==> src/osq_pkg.sv <==
// Package with the request and result types, action codes and default sizes of the ordered table.
package osq_pkg;

  // Default storage sizes.
  localparam int DEPTH_DEFAULT = 16;
  localparam int VALUE_WIDTH_DEFAULT = 32;

  // Fixed field widths of the request and result items.
  localparam int POS_W = 5;
  localparam int DATA_W = 32;

  // Operation codes carried in the action field.
  typedef enum logic [2:0] {
    ACT_INSERT_AT     = 3'd0,
    ACT_INSERT_SORTED = 3'd1,
    ACT_ERASE_AT      = 3'd2,
    ACT_REMOVE_ALL    = 3'd3,
    ACT_GET           = 3'd4,
    ACT_SET           = 3'd5,
    ACT_FIND          = 3'd6
  } osq_action_t;

  // One request item.
  typedef struct packed {
    osq_action_t         action;
    logic [POS_W-1:0]    position;
    logic [DATA_W-1:0]   item_value;
  } osq_req_t;

  // One result item.
  typedef struct packed {
    logic                ok;
    logic [POS_W-1:0]    result_position;
    logic [DATA_W-1:0]   read_value;
    logic [POS_W-1:0]    removed_count;
    logic [POS_W-1:0]    length_now;
  } osq_res_t;

endpackage

==> src/osq_ram.sv <==
// Single-port synchronous RAM that holds the table entries.
module osq_ram
  import osq_pkg::*;
#(
  parameter int DEPTH = DEPTH_DEFAULT,
  parameter int VALUE_WIDTH = VALUE_WIDTH_DEFAULT,
  localparam int AW = $clog2(DEPTH)
) (
  input  logic                   clk,
  input  logic                   en,
  input  logic                   we,
  input  logic [AW-1:0]          addr,
  input  logic [VALUE_WIDTH-1:0] wdata,
  output logic [VALUE_WIDTH-1:0] rdata
);

  logic [VALUE_WIDTH-1:0] mem [DEPTH];

  // One access per cycle; read data is registered and appears in the cycle after the address.
  always_ff @(posedge clk) begin
    if (en) begin
      if (we) begin
        mem[addr] <= wdata;
      end else begin
        rdata <= mem[addr];
      end
    end
  end

endmodule

==> src/osq_ctrl.sv <==
// Sequencer that runs each table operation as a series of RAM reads and writes.
module osq_ctrl
  import osq_pkg::*;
#(
  parameter int DEPTH = DEPTH_DEFAULT,
  parameter int VALUE_WIDTH = VALUE_WIDTH_DEFAULT,
  localparam int AW = $clog2(DEPTH),
  localparam int CW = $clog2(DEPTH + 1)
) (
  input  logic                   clk,
  input  logic                   rst,
  input  logic                   start,
  input  osq_req_t               request,
  output logic                   busy,
  output logic                   mem_en,
  output logic                   mem_we,
  output logic [AW-1:0]          mem_addr,
  output logic [VALUE_WIDTH-1:0] mem_wdata,
  input  logic [VALUE_WIDTH-1:0] mem_rdata,
  output logic                   res_valid,
  output osq_res_t               res
);

  localparam int PW = (CW > POS_W) ? CW : POS_W;

  typedef enum logic [3:0] {
    S_IDLE,
    S_SCAN_RD,
    S_SCAN_CHK,
    S_SHIFT_RD,
    S_SHIFT_WR,
    S_PUT,
    S_SET_WR,
    S_DOWN_RD,
    S_DOWN_WR,
    S_COMP_RD,
    S_COMP_CHK,
    S_GET_RD,
    S_GET_DATA,
    S_DONE
  } state_t;

  state_t                 state;
  osq_action_t            act;
  logic [VALUE_WIDTH-1:0] val;
  logic [CW-1:0]          count;
  logic [CW-1:0]          k;
  logic [CW-1:0]          w;
  logic [CW-1:0]          n;
  logic [CW-1:0]          tgt;
  logic [CW-1:0]          rpos;
  logic [VALUE_WIDTH-1:0] rval;
  logic                   ok;

  logic [PW-1:0]          pos_w;
  logic [PW-1:0]          cnt_w;
  logic                   full;
  logic [CW-1:0]          k_inc;
  logic [CW-1:0]          k_dec;
  logic                   not_less;
  logic [CW-1:0]          scan_hit;
  logic                   scan_stop;
  logic                   keep;
  logic [CW-1:0]          n_next;
  logic [CW-1:0]          w_next;

  // Request position and count compared at a common width.
  assign pos_w = PW'(request.position);
  assign cnt_w = PW'(count);
  assign full  = (count == CW'(DEPTH));
  assign k_inc = k + CW'(1);
  assign k_dec = k - CW'(1);

  // Sorted insert stops at the first entry not less than the value, or at the end.
  assign not_less  = !(mem_rdata < val);
  assign scan_hit  = not_less ? k : count;
  assign scan_stop = not_less || (k_inc == count);

  // Compaction keeps every entry that differs from the value.
  assign keep   = (mem_rdata != val);
  assign n_next = keep ? n : n + CW'(1);
  assign w_next = keep ? w + CW'(1) : w;

  assign busy = (state != S_IDLE);

  // Sequencer state, list count and result registers.
  always_ff @(posedge clk) begin
    if (rst) begin
      state <= S_IDLE;
      count <= '0;
    end else begin
      case (state)
        S_IDLE: begin
          if (start) begin
            act  <= request.action;
            val  <= VALUE_WIDTH'(request.item_value);
            ok   <= 1'b0;
            rpos <= '0;
            rval <= '0;
            n    <= '0;
            w    <= '0;
            k    <= '0;
            tgt  <= CW'(request.position);
            case (request.action)
              ACT_INSERT_AT: begin
                if (pos_w <= cnt_w && !full) begin
                  ok    <= 1'b1;
                  k     <= count;
                  state <= (pos_w == cnt_w) ? S_PUT : S_SHIFT_RD;
                end else begin
                  state <= S_DONE;
                end
              end
              ACT_INSERT_SORTED: begin
                if (full) begin
                  state <= S_DONE;
                end else if (count == '0) begin
                  ok    <= 1'b1;
                  tgt   <= '0;
                  state <= S_PUT;
                end else begin
                  state <= S_SCAN_RD;
                end
              end
              ACT_ERASE_AT: begin
                if (pos_w < cnt_w) begin
                  ok <= 1'b1;
                  if (pos_w + PW'(1) == cnt_w) begin
                    count <= count - CW'(1);
                    state <= S_DONE;
                  end else begin
                    k     <= CW'(request.position) + CW'(1);
                    state <= S_DOWN_RD;
                  end
                end else begin
                  state <= S_DONE;
                end
              end
              ACT_REMOVE_ALL: begin
                state <= (count == '0) ? S_DONE : S_COMP_RD;
              end
              ACT_GET: begin
                if (pos_w < cnt_w) begin
                  ok    <= 1'b1;
                  state <= S_GET_RD;
                end else begin
                  state <= S_DONE;
                end
              end
              ACT_SET: begin
                if (pos_w < cnt_w) begin
                  ok    <= 1'b1;
                  state <= S_SET_WR;
                end else begin
                  state <= S_DONE;
                end
              end
              ACT_FIND: begin
                state <= (count == '0) ? S_DONE : S_SCAN_RD;
              end
              default: begin
                state <= S_DONE;
              end
            endcase
          end
        end
        S_SCAN_RD: begin
          state <= S_SCAN_CHK;
        end
        S_SCAN_CHK: begin
          if (act == ACT_FIND) begin
            if (mem_rdata == val) begin
              ok    <= 1'b1;
              rpos  <= k;
              state <= S_DONE;
            end else if (k_inc == count) begin
              state <= S_DONE;
            end else begin
              k     <= k_inc;
              state <= S_SCAN_RD;
            end
          end else if (scan_stop) begin
            ok    <= 1'b1;
            rpos  <= scan_hit;
            tgt   <= scan_hit;
            k     <= count;
            state <= (scan_hit == count) ? S_PUT : S_SHIFT_RD;
          end else begin
            k     <= k_inc;
            state <= S_SCAN_RD;
          end
        end
        S_SHIFT_RD: begin
          state <= S_SHIFT_WR;
        end
        S_SHIFT_WR: begin
          k     <= k_dec;
          state <= (k_dec == tgt) ? S_PUT : S_SHIFT_RD;
        end
        S_PUT: begin
          count <= count + CW'(1);
          state <= S_DONE;
        end
        S_SET_WR: begin
          state <= S_DONE;
        end
        S_DOWN_RD: begin
          state <= S_DOWN_WR;
        end
        S_DOWN_WR: begin
          if (k_inc == count) begin
            count <= count - CW'(1);
            state <= S_DONE;
          end else begin
            k     <= k_inc;
            state <= S_DOWN_RD;
          end
        end
        S_COMP_RD: begin
          state <= S_COMP_CHK;
        end
        S_COMP_CHK: begin
          n <= n_next;
          w <= w_next;
          if (k_inc == count) begin
            count <= w_next;
            ok    <= (n_next != '0);
            state <= S_DONE;
          end else begin
            k     <= k_inc;
            state <= S_COMP_RD;
          end
        end
        S_GET_RD: begin
          state <= S_GET_DATA;
        end
        S_GET_DATA: begin
          rval  <= mem_rdata;
          state <= S_DONE;
        end
        S_DONE: begin
          state <= S_IDLE;
        end
        default: begin
          state <= S_IDLE;
        end
      endcase
    end
  end

  // RAM port driven from the current step.
  always_comb begin
    mem_en    = 1'b0;
    mem_we    = 1'b0;
    mem_addr  = k[AW-1:0];
    mem_wdata = mem_rdata;
    case (state)
      S_SCAN_RD, S_COMP_RD, S_DOWN_RD: begin
        mem_en = 1'b1;
      end
      S_SHIFT_RD: begin
        mem_en   = 1'b1;
        mem_addr = k_dec[AW-1:0];
      end
      S_SHIFT_WR: begin
        mem_en = 1'b1;
        mem_we = 1'b1;
      end
      S_PUT, S_SET_WR: begin
        mem_en    = 1'b1;
        mem_we    = 1'b1;
        mem_addr  = tgt[AW-1:0];
        mem_wdata = val;
      end
      S_DOWN_WR: begin
        mem_en   = 1'b1;
        mem_we   = 1'b1;
        mem_addr = k_dec[AW-1:0];
      end
      S_COMP_CHK: begin
        mem_en   = keep;
        mem_we   = keep;
        mem_addr = w[AW-1:0];
      end
      S_GET_RD: begin
        mem_en   = 1'b1;
        mem_addr = tgt[AW-1:0];
      end
      default: begin
        mem_en = 1'b0;
      end
    endcase
  end

  // Result fields, valid in the final step of each operation.
  assign res_valid           = (state == S_DONE);
  assign res.ok              = ok;
  assign res.result_position = POS_W'(rpos);
  assign res.read_value      = DATA_W'(rval);
  assign res.removed_count   = POS_W'(n);
  assign res.length_now      = POS_W'(count);

  // The list never holds more than its capacity.
  a_count_bound: assert property (@(posedge clk) disable iff (rst)
    count <= CW'(DEPTH))
    else $error("entry count above capacity");

  // No RAM traffic while waiting for a request.
  a_idle_quiet: assert property (@(posedge clk) disable iff (rst)
    (state == S_IDLE) |-> (!mem_en && !mem_we))
    else $error("RAM access while idle");

  // An accepted request always starts work.
  a_start_leaves_idle: assert property (@(posedge clk) disable iff (rst)
    (state == S_IDLE && start) |=> (state != S_IDLE))
    else $error("accepted request did not start");

  // Remove-all reports success exactly when something was removed.
  a_remove_ok: assert property (@(posedge clk) disable iff (rst)
    (state == S_DONE && act == ACT_REMOVE_ALL) |-> (ok == (n != '0)))
    else $error("remove-all status disagrees with removed count");

endmodule

==> src/ordered_sequence_table_top.sv <==
// Top level of the ordered table: sequencer, entry RAM and result register.
//
// The single RAM port does one read or one write per cycle, and moving one
// entry costs a read and a write, so insert_at, insert_sorted and erase_at take
// longer the more entries they move, and remove_all and find the more entries
// they scan. busy is high from the cycle after start is taken until the cycle
// in which done rises, so a new request may be issued in the same cycle as the
// previous result. Each result is shown for exactly one cycle with done high;
// the receiver must take it then. Stored entries are not cleared at reset and
// need no clearing pass.
module ordered_sequence_table_top
  import osq_pkg::*;
#(
  parameter int DEPTH = DEPTH_DEFAULT,
  parameter int VALUE_WIDTH = VALUE_WIDTH_DEFAULT
) (
  input  logic     clk,
  input  logic     rst,
  input  logic     start,
  input  osq_req_t request,
  output logic     busy,
  output logic     done,
  output osq_res_t result
);

  localparam int AW = $clog2(DEPTH);

  logic                   mem_en;
  logic                   mem_we;
  logic [AW-1:0]          mem_addr;
  logic [VALUE_WIDTH-1:0] mem_wdata;
  logic [VALUE_WIDTH-1:0] mem_rdata;
  logic                   res_valid;
  osq_res_t               res;

  osq_ctrl #(
    .DEPTH       (DEPTH),
    .VALUE_WIDTH (VALUE_WIDTH)
  ) u_ctrl (
    .clk       (clk),
    .rst       (rst),
    .start     (start),
    .request   (request),
    .busy      (busy),
    .mem_en    (mem_en),
    .mem_we    (mem_we),
    .mem_addr  (mem_addr),
    .mem_wdata (mem_wdata),
    .mem_rdata (mem_rdata),
    .res_valid (res_valid),
    .res       (res)
  );

  osq_ram #(
    .DEPTH       (DEPTH),
    .VALUE_WIDTH (VALUE_WIDTH)
  ) u_ram (
    .clk   (clk),
    .en    (mem_en),
    .we    (mem_we),
    .addr  (mem_addr),
    .wdata (mem_wdata),
    .rdata (mem_rdata)
  );

  // Output register: one-cycle strobe with the result item.
  always_ff @(posedge clk) begin
    if (rst) begin
      done <= 1'b0;
    end else begin
      done <= res_valid;
    end
    if (res_valid) begin
      result <= res;
    end
  end

endmodule

==> config.mk <==
export PLATFORM = sky130hd
export DESIGN_NAME = ordered_sequence_table_top
export DESIGN_NICKNAME = d
export VERILOG_FILES = /design/src/osq_pkg.sv /design/src/osq_ram.sv /design/src/osq_ctrl.sv /design/src/ordered_sequence_table_top.sv
export SDC_FILE = /design/constraint.sdc
export NUM_CORES = 1
export LEC_CHECK = 0
export ABC_AREA = 1
export BUFFER_PORTS_ARGS = -buffer_cell sky130_fd_sc_hd__buf_4
export CAP_MARGIN = 20
export CORE_MARGIN = 2
export CORE_UTILIZATION = 25
export CTS_BUF_LIST = sky130_fd_sc_hd__clkbuf_8 sky130_fd_sc_hd__clkbuf_16
export DETAILED_ROUTE_END_ITERATION = 8
export GPL_ROUTABILITY_DRIVEN = 0
export GPL_TIMING_DRIVEN = 0
export PLACE_DENSITY = 0.35
export SLEW_MARGIN = 25
export SYNTH_ARGS = -nofsm -noshare
export SYNTH_HDL_FRONTEND = slang
export SYNTH_SLANG_ARGS = --single-unit
==> constraint.sdc <==
create_clock -name clk -period 12.45 [get_ports clk]
set_clock_uncertainty 0.1 [all_clocks]
set_input_delay 2.49 -clock clk [delete_from_list [all_inputs] [get_ports clk]]
set_output_delay 2.49 -clock clk [all_outputs]
set_load 0.01 [all_outputs]
== Yosys cells after proc, flatten, opt, wreduce, memory -nomap -nowiden ==
Memory sizes are Yosys's and may differ from the RTL's. A register that Yosys moved wholly into a read port is not among the register bits.
Cells that the tools add are included.
Operators by class
  add/subtract/negate cells: 7
  mux-type cells: 74
  bitwise logic cells: 2
  reduce and logical (&&, ||, !) cells: 32
  order comparisons: 3
  equal/unequal tests: 39
Operator list (number)
  $mux W5: 26
  $mux W32: 2
  $pmux W32 S2: 1
  $pmux W5 S2: 5
  $mux W4: 12
  $pmux W4 S11: 1
  $pmux W5 S4: 2
  $eq A32 B32 Y1: 1
  $lt A32 B32 Y1: 1
  $ne A32 B32 Y1: 1
  $pmux W4 S7: 1
  $add A5 B1 Y5 const B: 5
  $eq A5 B5 Y1: 5
  $eq A4 B4 Y1 const B: 6
  $mux W3: 7
  $eq A4 B3 Y1 const B: 4
  $eq A3 B3 Y1 const B: 4
  $mux W1: 12
  $pmux W4 S3: 1
  $reduce_bool A4 Y1: 3
  $ne A2 B1 Y1 const B: 5
  $reduce_and A5 Y1: 2
  $sub A5 B1 Y5 const B: 2
  $reduce_and A3 Y1: 3
  other kinds (30): 45
Word-level totals
  flip-flop bits (word level): 151
  memories kept: 1
  bits of input ports: 43
  logic and storage cells: 175
  memory bits (writable): 512
Memories
  u_ram.mem: depth 16, bits a word 32, read ports 1, clocked after memory_dff 1, write ports 1, RTL line osq_ram.sv:17  | logic [VALUE_WIDTH-1:0] mem [DEPTH];

== Logic depth before layout (Yosys ltp) ==
Gate-level depths: netlist of the first run.
  depth in word-level cells: 7
  gate-level depth with buffers: 19
  mapped depth without buffers: 19

== By module ==
Synthesis of the first run repeated with hierarchy kept, for this count alone.
Unflattened totals
  cell total of the unflattened synthesis: 3018
  area, all modules: 30797.0 um2
Modules (own cells, without submodules)
  osq_ram: area each 22549.1 um2, seq. area each 16335.7 um2, instances 1, cells each 2117
  osq_ctrl: area each 6776.5 um2, seq. area each 2972.9 um2, instances 1, cells each 850
  ordered_sequence_table_top: area each 1471.4 um2, seq. area each 1461.4 um2, instances 1, cells each 51

== Least setup slack after synthesis of the first run ==
Ideal clock, no wire load.
  path type: input -> register
  from: in rst
  to: reg u_ctrl.rval[0], enable pin
  slack: 7.610 ns
  stages on the path: 3
  data required time: 11.918 ns
  buffers on the path: 0
  arrival time: 4.308 ns
  path through: inv_1 -> nand2_1 -> a21oi_1
Between the ends
  word-level cells in the longest chain between the ends: 2
Ends and longest elaborated chain
  from (decl): RTL line ordered_sequence_table_top.sv:18  | input logic rst,
  $not A1 Y1 (no line)
  $reduce_and A3 Y1 (no line)
  to (signal assigned): RTL line osq_ctrl.sv:238  | rval <= mem_rdata;
  to (decl): RTL line osq_ctrl.sv:52  | logic [VALUE_WIDTH-1:0] rval;
No other way between the ends.
A chain may end at the register's enable or synchronous reset.

== Worst setup path after layout of the first run ==
  from: reg u_ram.rdata[12] (read register of u_ram.mem)
  to: mem u_ram.mem[3][7] in the netlist's numbering, enable pin
Between the ends
  word-level cells in the longest chain between the ends: 5
Ends and longest elaborated chain
  from (decl): RTL line osq_ram.sv:14  | output logic [VALUE_WIDTH-1:0] rdata
  $ne A32 B32 Y1 *: RTL line osq_ctrl.sv:80  | assign keep = (mem_rdata != val);
  $pmux W1 S2: RTL line osq_ctrl.sv:257  | case (state)
  $mux W1: RTL line osq_ram.sv:22  | if (we) begin
  $mux W1 *: RTL line osq_ram.sv:21  | if (en) begin
  $mux W1 (not written as such) *: RTL line osq_ram.sv:23  | mem[addr] <= wdata;
  to (decl): RTL line osq_ram.sv:17
Mark *: on every way between the ends. The rest lies on a longest branch, timed or not.

==> metrics.md, run 1 <==
| Metric | Value |
|---|---|
| CTS Buf Count | 83 |
| Post-CTS Hold Fix Bufs | 0 |
| TritonCTS clock tree | built |
| Initial Util | 25.1% |
| Vias | 20200 |
| Pwr Total | 11.2 mW |
| Die W | 348 um |
| Arr. time, crit path | 4790 ps |
| Number of DRC markers in iteration 0 | 1675 |
| Cells after Synth | 2590 |
| Layout fillers | 12000 |
| Clk slew on worst S/H paths | 60 ps |
| Reg2Reg Setup Slack | 7950 ps |
| Slew Limit Fails | 0 |
| Pwr/cell area | 309 nW/um2 |
| Final min period | 4500 ps |
| Worst Path Required | 12740 ps |
| Worst skew pair latency | 660 ps |
| Worst r2r dst | u_ram.mem[3][7] |
| DRC violations left | 0 |
| Sinks on Clock Net | 695 |
| Fmax | 222 MHz |
| Die Y | 348 um |
| Synthesis Warnings | 0 |
| R2r startpoint | u_ram.rdata[12] |
| Leakage | 13.7 nW |
| Via density | 4.56 |
| GRT overflow | 0 |
| Crit end category | flip-flop |
| Status | complete, no violations |
| Most common library cells after synthesis | 786 x nand2_1, 685 x edfxtp_1, 339 x nand3_1 |
| I/O Buffers | 92 |
| WL final | 104000 um |
| Core Region | 118000 um2 |
| RSZ-0062 raised after global routing | false |
| Endpoints failing setup | 0 |
| Hold WC Path Type | flip-flop to flip-flop |
| DPL Wire Length | 75500 um |
| Area grow syn2layout | 22.8% |
| Post-synth EDFFs | 685 |
| Antenna violations before repair | 2 |
| Ys async rst share | 0% |
| Worst-case clock buffer depth | 3 |
| Pin count of the biggest net entering global routing | 24 |
| Setup tns final | 0 ps |
| GRT Total Usage | 17.1% |
| Final ANT Viol Nets | 0 |
| Postcts setup bufs | 0 |
| Post-synthesis register bit count | 695 |
| Area leader, netlist | edfxtp_1 |
| CTS resizes | 0 |
| Syn Nets | 2679 |
| # rows | 126 |
| Vias in the first global route | 20400 |
| Mapped cell area | 29600 um2 |
| Cells after DPL | 4283 |
| Period Utilization, post-route | 36.2% |
| Hold Violations, Final | 0 |
| Crit start category | flip-flop |
| Hold Startpoint | u_ctrl.ok |
| CTS HTree Levels | 3 |
| Maxcap violations | 0 |
| Cell variety after synth | 47 |
| Yosys top cell area share | 69.6% |
| R2R cell count | 12 |
| Global-route wire length before repair | 149000 um |
| WL per Instance | 23.5 um |
| Total die area | 121000 um2 |
| Sequential area share after synthesis | 70.3% |
| Average size of a mapped cell | 11.4 um2 |
| Critical Path Fanout Max | 14 |
| Kind of critical path | flip-flop to flip-flop |
| Root buffer cell | clkbuf_16 |
| Non-filler cells, final | 4438 |
| CP endpoint | u_ram.mem[3][7] |
| Drt pass-1 iters | 5 |
| Worst-margin pin slew | 962 ps |
| Worst slew margin relative to its limit | 35.9% |
| Final #Nets | 2921 |
| Critical Path Start | u_ram.rdata[12] |
| Layout cells sized above 1 | 16.1% |
| Maximum VDD drop | 137 uV |
| Most used DFF post-synth | edfxtp_1 |
| Io pins | 93 |
| Area contributors post-synth | edfxtp_1 70%, nand2_1 10%, nand3_1 5.7% |
| Most frequent cell after synthesis | nand2_1 |
[report_power, final]
part	total [mW]	switching, mW	leakage, nW	internal, mW
Clock	2.40	0.998	1.37	1.41
Sequential	3.56	0.175	6.33	3.38
Combinational	5.26	3.92	5.99	1.35
Total	11.2	5.09	13.7	6.14
[layout make-up]
type                    instances  area [um2]  area share [%]
flip-flops and latches        695       20800            57.2
multi-input cells            1618        7840            21.6
clock buffers                  85        2130            5.86
well taps                    1536        1920            5.29
repair buffers                157        1870            5.16
plain buffers                 123         637            1.75
inverters                     154         578            1.59
clock inverters                69         559            1.54
diodes                          1        2.50         0.00689
[registers in the layout (all words and copies together), names as in the netlist, 32 cells and up]
| register | count |
|---|---|
| u_ctrl.val | 32 |
| u_ram.mem | 512 |
| result | 48 |
| u_ram.rdata | 32 |
| u_ctrl.rval | 32 |
[kinds of logic after synthesis]
| logic type | synth area share (%) |
|---|---|
| and+or+nand+nor | 18.8 |
| DFF | 70.3 |
| buffers and inverters | 4.11 |
| AOI/OAI and AO/OA | 4.15 |
| adders and majority gates | 1.97 |
| xor gates and xnor gates | 0.711 |
[layout by cell type, fill, tap and decap left out, types with 4 or more instances in the layout]
cell and instances:
o211ai_1 4, o22ai_1 11, buf_4 111, o21ai_0 48, buf_12 12, nor2_2 7, buf_6 17, inv_2 10
clkinvlp_4 4, clkbuf_16 85, xnor2_1 9, o21ai_2 28, ha_1 45, o2111ai_1 4, clkinv_2 20, nand4_1 39
a21oi_1 94, edfxtp_1 685, inv_1 153, buf_2 98, buf_1 4, nand2_1 786, nor2_1 102, xor2_1 15
nand3_1 339, dfxtp_1 10, clkbuf_1 10, clkinv_1 21, nor2_4 18, buf_16 24, o21ai_1 26, nor3_1 11
bufinv_16 8
[critical path, stage by stage (launching register included)]
cell and delay [ps]:
edfxtp_1 520, ha_1 340, nand3_1 290, nor3_1 670, nand2_1 410, inv_1 290, nor2_1 80, inv_1 110
nand3_1 260, nand3_1 490, nor2_4 230, buf_16 220, buf_16 170
[routing by layer]
metal  GRT usage, %  vias to the layer above  share of wire [%]
met2           29.3                      523                 49
li1               -                     9563                  -
met1           22.7                    10000                 44
met4           5.11                        0                2.4
met5              0                        -                  0
met3           2.18                      141                4.2
[worst min-delay path by stage]
| stage | depth (start not counted) | to |
|---|---|---|
| after floorplan | 0 | result[10] |
| after global placement | 0 | result[11] |
| after detailed placement | 0 | result[43] |
| after CTS | 0 | result[47] |
| after global routing | 0 | result[34] |
| final | 0 | result[47] |
[per-stage QoR]
stage,utilization (%),setup slack [ps],hold WS [ps],instance area [um2]
final,30.9,7950,312,36300
after global routing,30.9,7840,322,36300
after CTS,30.9,7930,314,36300
after detailed placement,28.6,7750,305,33600
after global placement,27.4,2370,307,32200
after floorplan,-,7610,300,29600
Note: power is estimated with default switching activity, not from simulation.
==> run 2: changes to the inputs <==
Clock period 12.45 ns to 4.29 ns, I/O delays scaled along.
==> run 2 against run 1 <==
Routed wire length increased by 1.5%. Register-to-register slack got worse by 7800 ps. First-iteration DRC count fell by 2.8%. Sequential power rose to 2.9 times the previous value. Core utilization shrank 0.086 points. Via count rose by 1.1%. Cell area is 0.28% lower. Critical endpoint is now u_ram.mem[3][23]. Largest cell class unchanged.
==> metrics.md, run 2 (synthesis results as in run 1) <==
| Metric | Value |
|---|---|
| Clk slew on worst S/H paths | 60 ps (about the same) |
| Worst path slowest cell | nand3_1 (was nor3_1) |
| # rows | 126 (unchanged) |
| Hold WS | 285 ps (was 312 ps) |
| Post-DP Area | 33600 um2 (about the same) |
| Sw Pwr | 14.8 mW (was 5.09 mW) |
| Kind of critical path | flip-flop to flip-flop (unchanged) |
| Fmax | 243 MHz (was 222 MHz) |
| Non-filler cells, final | 4432 (was 4438) |
| Maximum VDD drop | 420 uV (was 137 uV) |
| Io pins | 93 (unchanged) |
| Pwr Total | 32.4 mW (was 11.2 mW) |
| Area grow syn2layout | 22.5% (was 22.8%) |
| CP delay by family, top | simple AND/OR/NAND/NOR gates (unchanged) |
| Maxcap violations | 0 (unchanged) |
| Clock power frac | 20.6% (was 21.4%) |
| Pwr/cell area | 894 nW/um2 (was 309 nW/um2) |
| Sinks on Clock Net | 695 (unchanged) |
| Worst skew pair latency | 660 ps (about the same) |
| GRT Total Usage | 17.4% (was 17.1%) |
| Total die area | 121000 um2 (unchanged) |
| Initial Util | 25.1% (unchanged) |
| Hold WC Path Type | input port to flip-flop (was flip-flop to flip-flop) |
| Largest regs | u_ram.mem: 512 flops, result: 48 flops (unchanged) |
| TritonCTS clock tree | built (unchanged) |
| DRC violations left | 0 (unchanged) |
| Hold Path Depth | 1 (was 0) |
| N_diodes | 0 (was 1) |
| Layout cells sized above 1 | 15.6% (was 16.1%) |
| Status | complete, no violations (unchanged) |
| Vias in the first global route | 20600 (was 20400) |
| Critical Path Fanout Max | 9 (was 14) |
| Root buffer cell | clkbuf_16 (unchanged) |
| RSZ-0062 raised after global routing | true (was false) |
| Period Utilization, post-route | 95.8% (was 36.2%) |
| Switching Fraction | 45.7% (was 45.3%) |
| Cells after DPL | 4282 (was 4283) |
| Crit path depth | 14 (was 12) |
| Worst Path Required | 4580 ps (was 12740 ps) |
| Crit-path max cell delay | 510 ps (was 670 ps) |
| Core Region | 118000 um2 (unchanged) |
| R2R cell count | 14 (was 12) |
| Final min period | 4110 ps (was 4500 ps) |
| DPL Wire Length | 75500 um (about the same) |
| Number of DRC markers in iteration 0 | 1628 (was 1675) |
| Via density | 4.62 (was 4.56) |
| Crit start category | flip-flop (unchanged) |
| Pin count of the biggest net entering global routing | 23 (was 24) |
| Drt pass-1 iters | 7 (was 5) |
| Final #Nets | 2920 (was 2921) |
| Largest register by flop count | u_ram.mem (unchanged) |
| Logic pwr share | 47.5% (was 46.9%) |
| WL per Instance | 23.9 um (was 23.5 um) |
| Vias | 20500 (was 20200) |
| Endpoints failing setup | 0 (unchanged) |
| Most frequent cells in the layout | 786 x nand2_1, 685 x edfxtp_1, 339 x nand3_1 (unchanged) |
| Commonest non-fill, non-tap cell in the layout | nand2_1 (unchanged) |
| Die W | 348 um (unchanged) |
| WL final | 106000 um (was 104000 um) |
| Worst-margin pin slew | 1050 ps (was 962 ps) |
| Buf+Inv Stages, Crit Path | 5 (was 4) |
| Die Y | 348 um (unchanged) |
| Setup tns final | 0 ps (unchanged) |
| CTS Buf Count | 83 (unchanged) |
| GRT overflow | 0 (unchanged) |
| Worst-case clock buffer depth | 3 (unchanged) |
| Arr. time, crit path | 4400 ps (was 4790 ps) |
| Final ANT Viol Nets | 0 (unchanged) |
| Slew Limit Fails | 0 (unchanged) |
| Antenna violations before repair | 2 (unchanged) |
| Leakage | 13.7 nW (about the same) |
| I/O Buffers | 92 (unchanged) |
| Cells along the critical path | ha_1 > nand2_1 > inv_1 > nand3_1 > nor3_2 > nand2_1 > inv_1 > nor2_1 > inv_1 > nand3_1 > nand3_1 > nor2_4 > buf_8 > buf_16 (was ha_1 > nand3_1 > nor3_1 > nand2_1 > inv_1 > nor2_1 > inv_1 > nand3_1 > nand3_1 > nor2_4 > buf_16 > buf_16) |
| Postcts setup bufs | 0 (unchanged) |
| Max reg flops | 512 (unchanged) |
| Global-route wire length before repair | 151000 um (was 149000 um) |
| Hold Violations, Final | 0 (unchanged) |
| Crit end category | flip-flop (unchanged) |
| CTS HTree Levels | 3 (unchanged) |
| Worst slew margin relative to its limit | 30.3% (was 35.9%) |
| Cell-internal power | 17.6 mW (was 6.14 mW) |
| Finished Cell Area | 36200 um2 (was 36300 um2) |
| Sequential power share | 31.9% (was 31.7%) |
## run 2: cell type report
| type | count | area (um2) |
|---|---|---|
| Timing Repair Buffer | 156 | 1920 |
| Fill cell | 11900 | 81400 |
| Buffer | 123 | 638 |
| Clock buffer | 86 | 2120 |
| Inverter | 154 | 578 |
| Clock inverter | 64 | 413 |
| Sequential cell | 695 | 20800 |
| Multi-Input combinational cell | 1618 | 7850 |
| Tap cell | 1536 | 1920 |
## run 2: path summary, 6_finish.rpt
kind,startpoint,to,slack [ps]
max,u_ram.rdata[15],u_ram.mem[3][23],180
min,request[3],u_ctrl.val[3],280
max reg2reg,u_ram.rdata[15],u_ram.mem[3][23],180
min reg2reg,u_ctrl.rval[28],result[38],310
## run 2: power groups by stage
stage / combinational, mW / clock [mW] / sequential [mW]
finish: 15.4 / 6.67 / 10.3
global route: 16.9 / 7.11 / 10.4
CTS: 15.6 / 6.87 / 10.3
detailed placement: 15.5 / 0 / 10.5
global placement: 14.5 / 0 / 10.7
floorplan: 8.17 / 0 / 10.3
## run 2: repair_timing
| item | CTS | global route |
|---|---|---|
| endpoints found under the setup margin | 345 | 20 |
| gates cloned | 0 | 0 |
| resized for setup | 1 | 0 |
| hold buffers | 0 | 0 |
## run 2: routing by layer
layer	part of all wire, %	vias up	wire length (um)	track usage [%]
met5	0	-	0	0
met4	2.4	0	2520	4.98
met3	4.7	141	5030	2.35
met2	48	591	51200	29.7
met1	45	10200	47100	23.0
li1	-	9537	-	-
## run 2: worst register-to-register path, cell delays in order (launching register included)
cell and delay (ps):
edfxtp_1 460, ha_1 340, nand2_1 50, inv_1 60, nand3_1 270, nor3_2 460
nand2_1 300, inv_1 250, nor2_1 80, inv_1 100, nand3_1 250, nand3_1 510
nor2_4 210, buf_8 220, buf_16 160
## run 2: per-stage QoR
stage / utilization, % / setup WS, ps
2_1_floorplan: - / 643
3_3_place_gp: 27.4 / -2730
5_1_grt: 30.8 / -37.0
3_5_place_dp: 28.6 / -210
4_1_cts: 30.8 / 70.4
6_report: 30.8 / 178
==> run 3: changes to the inputs <==
Settings changed: CORE_MARGIN 2 to 1.
==> run 3 against run 2 <==
Count of clock-buffer cells in the layout fell by 2. Sequential share of layout area fell by 0.55 points. Cell count increased by 0.34%. Non-clock buffer count is 28 higher. Largest cell class unchanged.
==> metrics.md, run 3 (synthesis results as in run 1) <==
| Metric | Value |
|---|---|
| Kind of critical path | flip-flop to flip-flop (unchanged) |
| Clock power frac | 20.1% (was 20.6%) |
| WL per Instance | 22.9 um (was 23.9 um) |
| Arr. time, crit path | 4260 ps (was 4400 ps) |
| Status | complete, no violations (unchanged) |
| Switching Fraction | 45.9% (was 45.7%) |
| Hold WC Path Type | input port to flip-flop (unchanged) |
| Non-filler cells, final | 4447 (was 4432) |
| Die Y | 346 um (was 348 um) |
| Worst Path Required | 4540 ps (was 4580 ps) |
| Area grow syn2layout | 23.7% (was 22.5%) |
| Io pins | 93 (unchanged) |
| Total die area | 120000 um2 (was 121000 um2) |
| Logic pwr share | 48.0% (was 47.5%) |
| Cells along the critical path | nor2_2 > inv_1 > nor2_2 > nor2_1 > o21ai_0 > nor2_1 > nand2_2 > inv_2 > buf_2 > buf_2 > nand3_2 > nor2_4 > buf_16 (was ha_1 > nand2_1 > inv_1 > nand3_1 > nor3_2 > nand2_1 > inv_1 > nor2_1 > inv_1 > nand3_1 > nand3_1 > nor2_4 > buf_8 > buf_16) |
| # rows | 125 (was 126) |
| Hold WS | 289 ps (was 285 ps) |
| Critical Path Fanout Max | 14 (was 9) |
| WL final | 102000 um (was 106000 um) |
| I/O Buffers | 92 (unchanged) |
| R2R cell count | 13 (was 14) |
| Worst skew pair latency | 660 ps (about the same) |
| Vias | 20300 (was 20500) |
| Maximum VDD drop | 505 uV (was 420 uV) |
| Worst path slowest cell | nor2_4 (was nand3_1) |
| Worst-margin pin slew | 957 ps (was 1050 ps) |
| Drt pass-1 iters | 5 (was 7) |
| Setup ws final | 280 ps (was 178 ps) |
| TritonCTS clock tree | built (unchanged) |
| Root buffer cell | clkbuf_16 (unchanged) |
| Max reg flops | 512 (unchanged) |
| DPL Wire Length | 73800 um (was 75500 um) |
| Crit start category | flip-flop (unchanged) |
| Worst slew margin relative to its limit | 36.2% (was 30.3%) |
| Pin count of the biggest net entering global routing | 24 (was 23) |
| Hold Violations, Final | 0 (unchanged) |
| Pwr/cell area | 885 nW/um2 (was 894 nW/um2) |
| Number of DRC markers in iteration 0 | 1527 (was 1628) |
| Setup WS pre-CTS | -274 ps (was -210 ps) |
| Via density | 4.56 (was 4.62) |
| Maxcap violations | 0 (unchanged) |
| Finished Cell Area | 36600 um2 (was 36200 um2) |
| Leakage | 13.8 nW (was 13.7 nW) |
| Slew Limit Fails | 0 (unchanged) |
| Sequential power share | 31.9% (about the same) |
| Setup tns final | 0 ps (unchanged) |
| Post-CTS Hold Fix Bufs | 0 (unchanged) |
| Core Region | 117000 um2 (was 118000 um2) |
| GRT Total Usage | 16.9% (was 17.4%) |
| Period Utilization, post-route | 93.5% (was 95.8%) |
| Layout cells sized above 1 | 16.6% (was 15.6%) |
| Endpoints failing setup | 0 (unchanged) |
| Final ANT Viol Nets | 0 (unchanged) |
| Most frequent cells in the layout | 786 x nand2_1, 685 x edfxtp_1, 334 x nand3_1 (was 786 x nand2_1, 685 x edfxtp_1, 339 x nand3_1) |
| Sinks on Clock Net | 695 (unchanged) |
| CTS HTree Levels | 3 (unchanged) |
| Crit end category | flip-flop (unchanged) |
| Global-route wire length before repair | 146000 um (was 151000 um) |
| Hold Path Depth | 1 (unchanged) |
| Largest register by flop count | u_ram.mem (unchanged) |
| Crit-path max cell delay | 490 ps (was 510 ps) |
| Cell-internal power | 17.5 mW (was 17.6 mW) |
| Clk slew on worst S/H paths | 60 ps (about the same) |
| GRT overflow | 0 (unchanged) |
| Largest regs | u_ram.mem: 512 flops, result: 48 flops (unchanged) |
| Sw Pwr | 14.8 mW (about the same) |
| Final #Nets | 2949 (was 2920) |
| Die W | 346 um (was 348 um) |
| Vias in the first global route | 20700 (was 20600) |
| Cells after DPL | 4275 (was 4282) |
| Fmax | 249 MHz (was 243 MHz) |
| Final min period | 4010 ps (was 4110 ps) |
| Initial Util | 25.3% (was 25.1%) |
| DRC violations left | 0 (unchanged) |
| Worst-case clock buffer depth | 3 (unchanged) |
| Post-DP Area | 33800 um2 (was 33600 um2) |
| CTS Buf Count | 84 (was 83) |
| Commonest non-fill, non-tap cell in the layout | nand2_1 (unchanged) |
| RSZ-0062 raised after global routing | false (was true) |
| Antenna violations before repair | 2 (unchanged) |
## run 3: changes by cell type in the layout (fill, tap and decap cells not counted), moves of 3 or more
cell       delta
clkbuf_8      -3
buf_6         +7
nand3_2       +5
buf_4        +13
diode_2       +4
buf_16        +7
bufinv_16     -4
nand3_1       -5
inv_1         -8
## run 3: critical path: cells and delay by family, from the launching register on
| family | cells | cell delay, ps |
|---|---|---|
| buf+inv | 5 | 1420 |
| simple gates | 7 | 1550 |
| compound gates | 1 | 140 |
| flops | 1 | 450 |
## run 3: worst paths after layout
check | slack, ps | endpoint | startpoint
setup reg to reg | 280 | u_ram.mem[10][12] | u_ctrl.state[0]
hold reg to reg | 320 | result[14] | u_ctrl.rval[4]
hold / removal | 290 | u_ctrl.val[11] | request[11]
setup / recovery | 280 | u_ram.mem[10][12] | u_ctrl.state[0]
## run 3: cell type report
cell class | instances | area [um2]
fillers | 11700 | 80100
flip-flops and latches | 695 | 20800
multi-input cells | 1618 | 7880
repair buffers | 184 | 2310
clock buffers | 84 | 2100
well taps | 1524 | 1910
plain buffers | 123 | 636
inverters | 154 | 578
clock inverters | 61 | 374
diodes | 4 | 10.0
## run 3: per-stage QoR
stage | power, mW | util [%]
floorplan | 18.5 | -
global placement | 25.2 | 27.6
detailed placement | 26.1 | 28.9
CTS | 32.8 | 31.1
global route | 34.4 | 31.3
finish | 32.4 | 31.3
## run 3: power by group through the flow
stage	registers, mW	logic (mW)	clock network (mW)
2_1_floorplan	10.3	8.17	0
3_3_place_gp	10.7	14.5	0
6_report	10.3	15.5	6.49
4_1_cts	10.3	15.7	6.70
3_5_place_dp	10.5	15.6	0
5_1_grt	10.4	17.0	6.93
## run 3: what timing repair did
action	in CTS	in global routing
buffers inserted	8	15
setup endpoints to repair	414	247
resized for setup	3	3
pin swaps	5	7
## run 3: metal layers
metal | vias to the layer above | GRT usage, % | part of all wire, % | wire length, um
met4 | 0 | 5.25 | 2.7 | 2760
met3 | 150 | 2.64 | 4.6 | 4670
met1 | 10000 | 21.9 | 44 | 44900
li1 | 9598 | - | - | -
met2 | 535 | 28.6 | 49 | 49500
met5 | - | 0 | 0 | 0
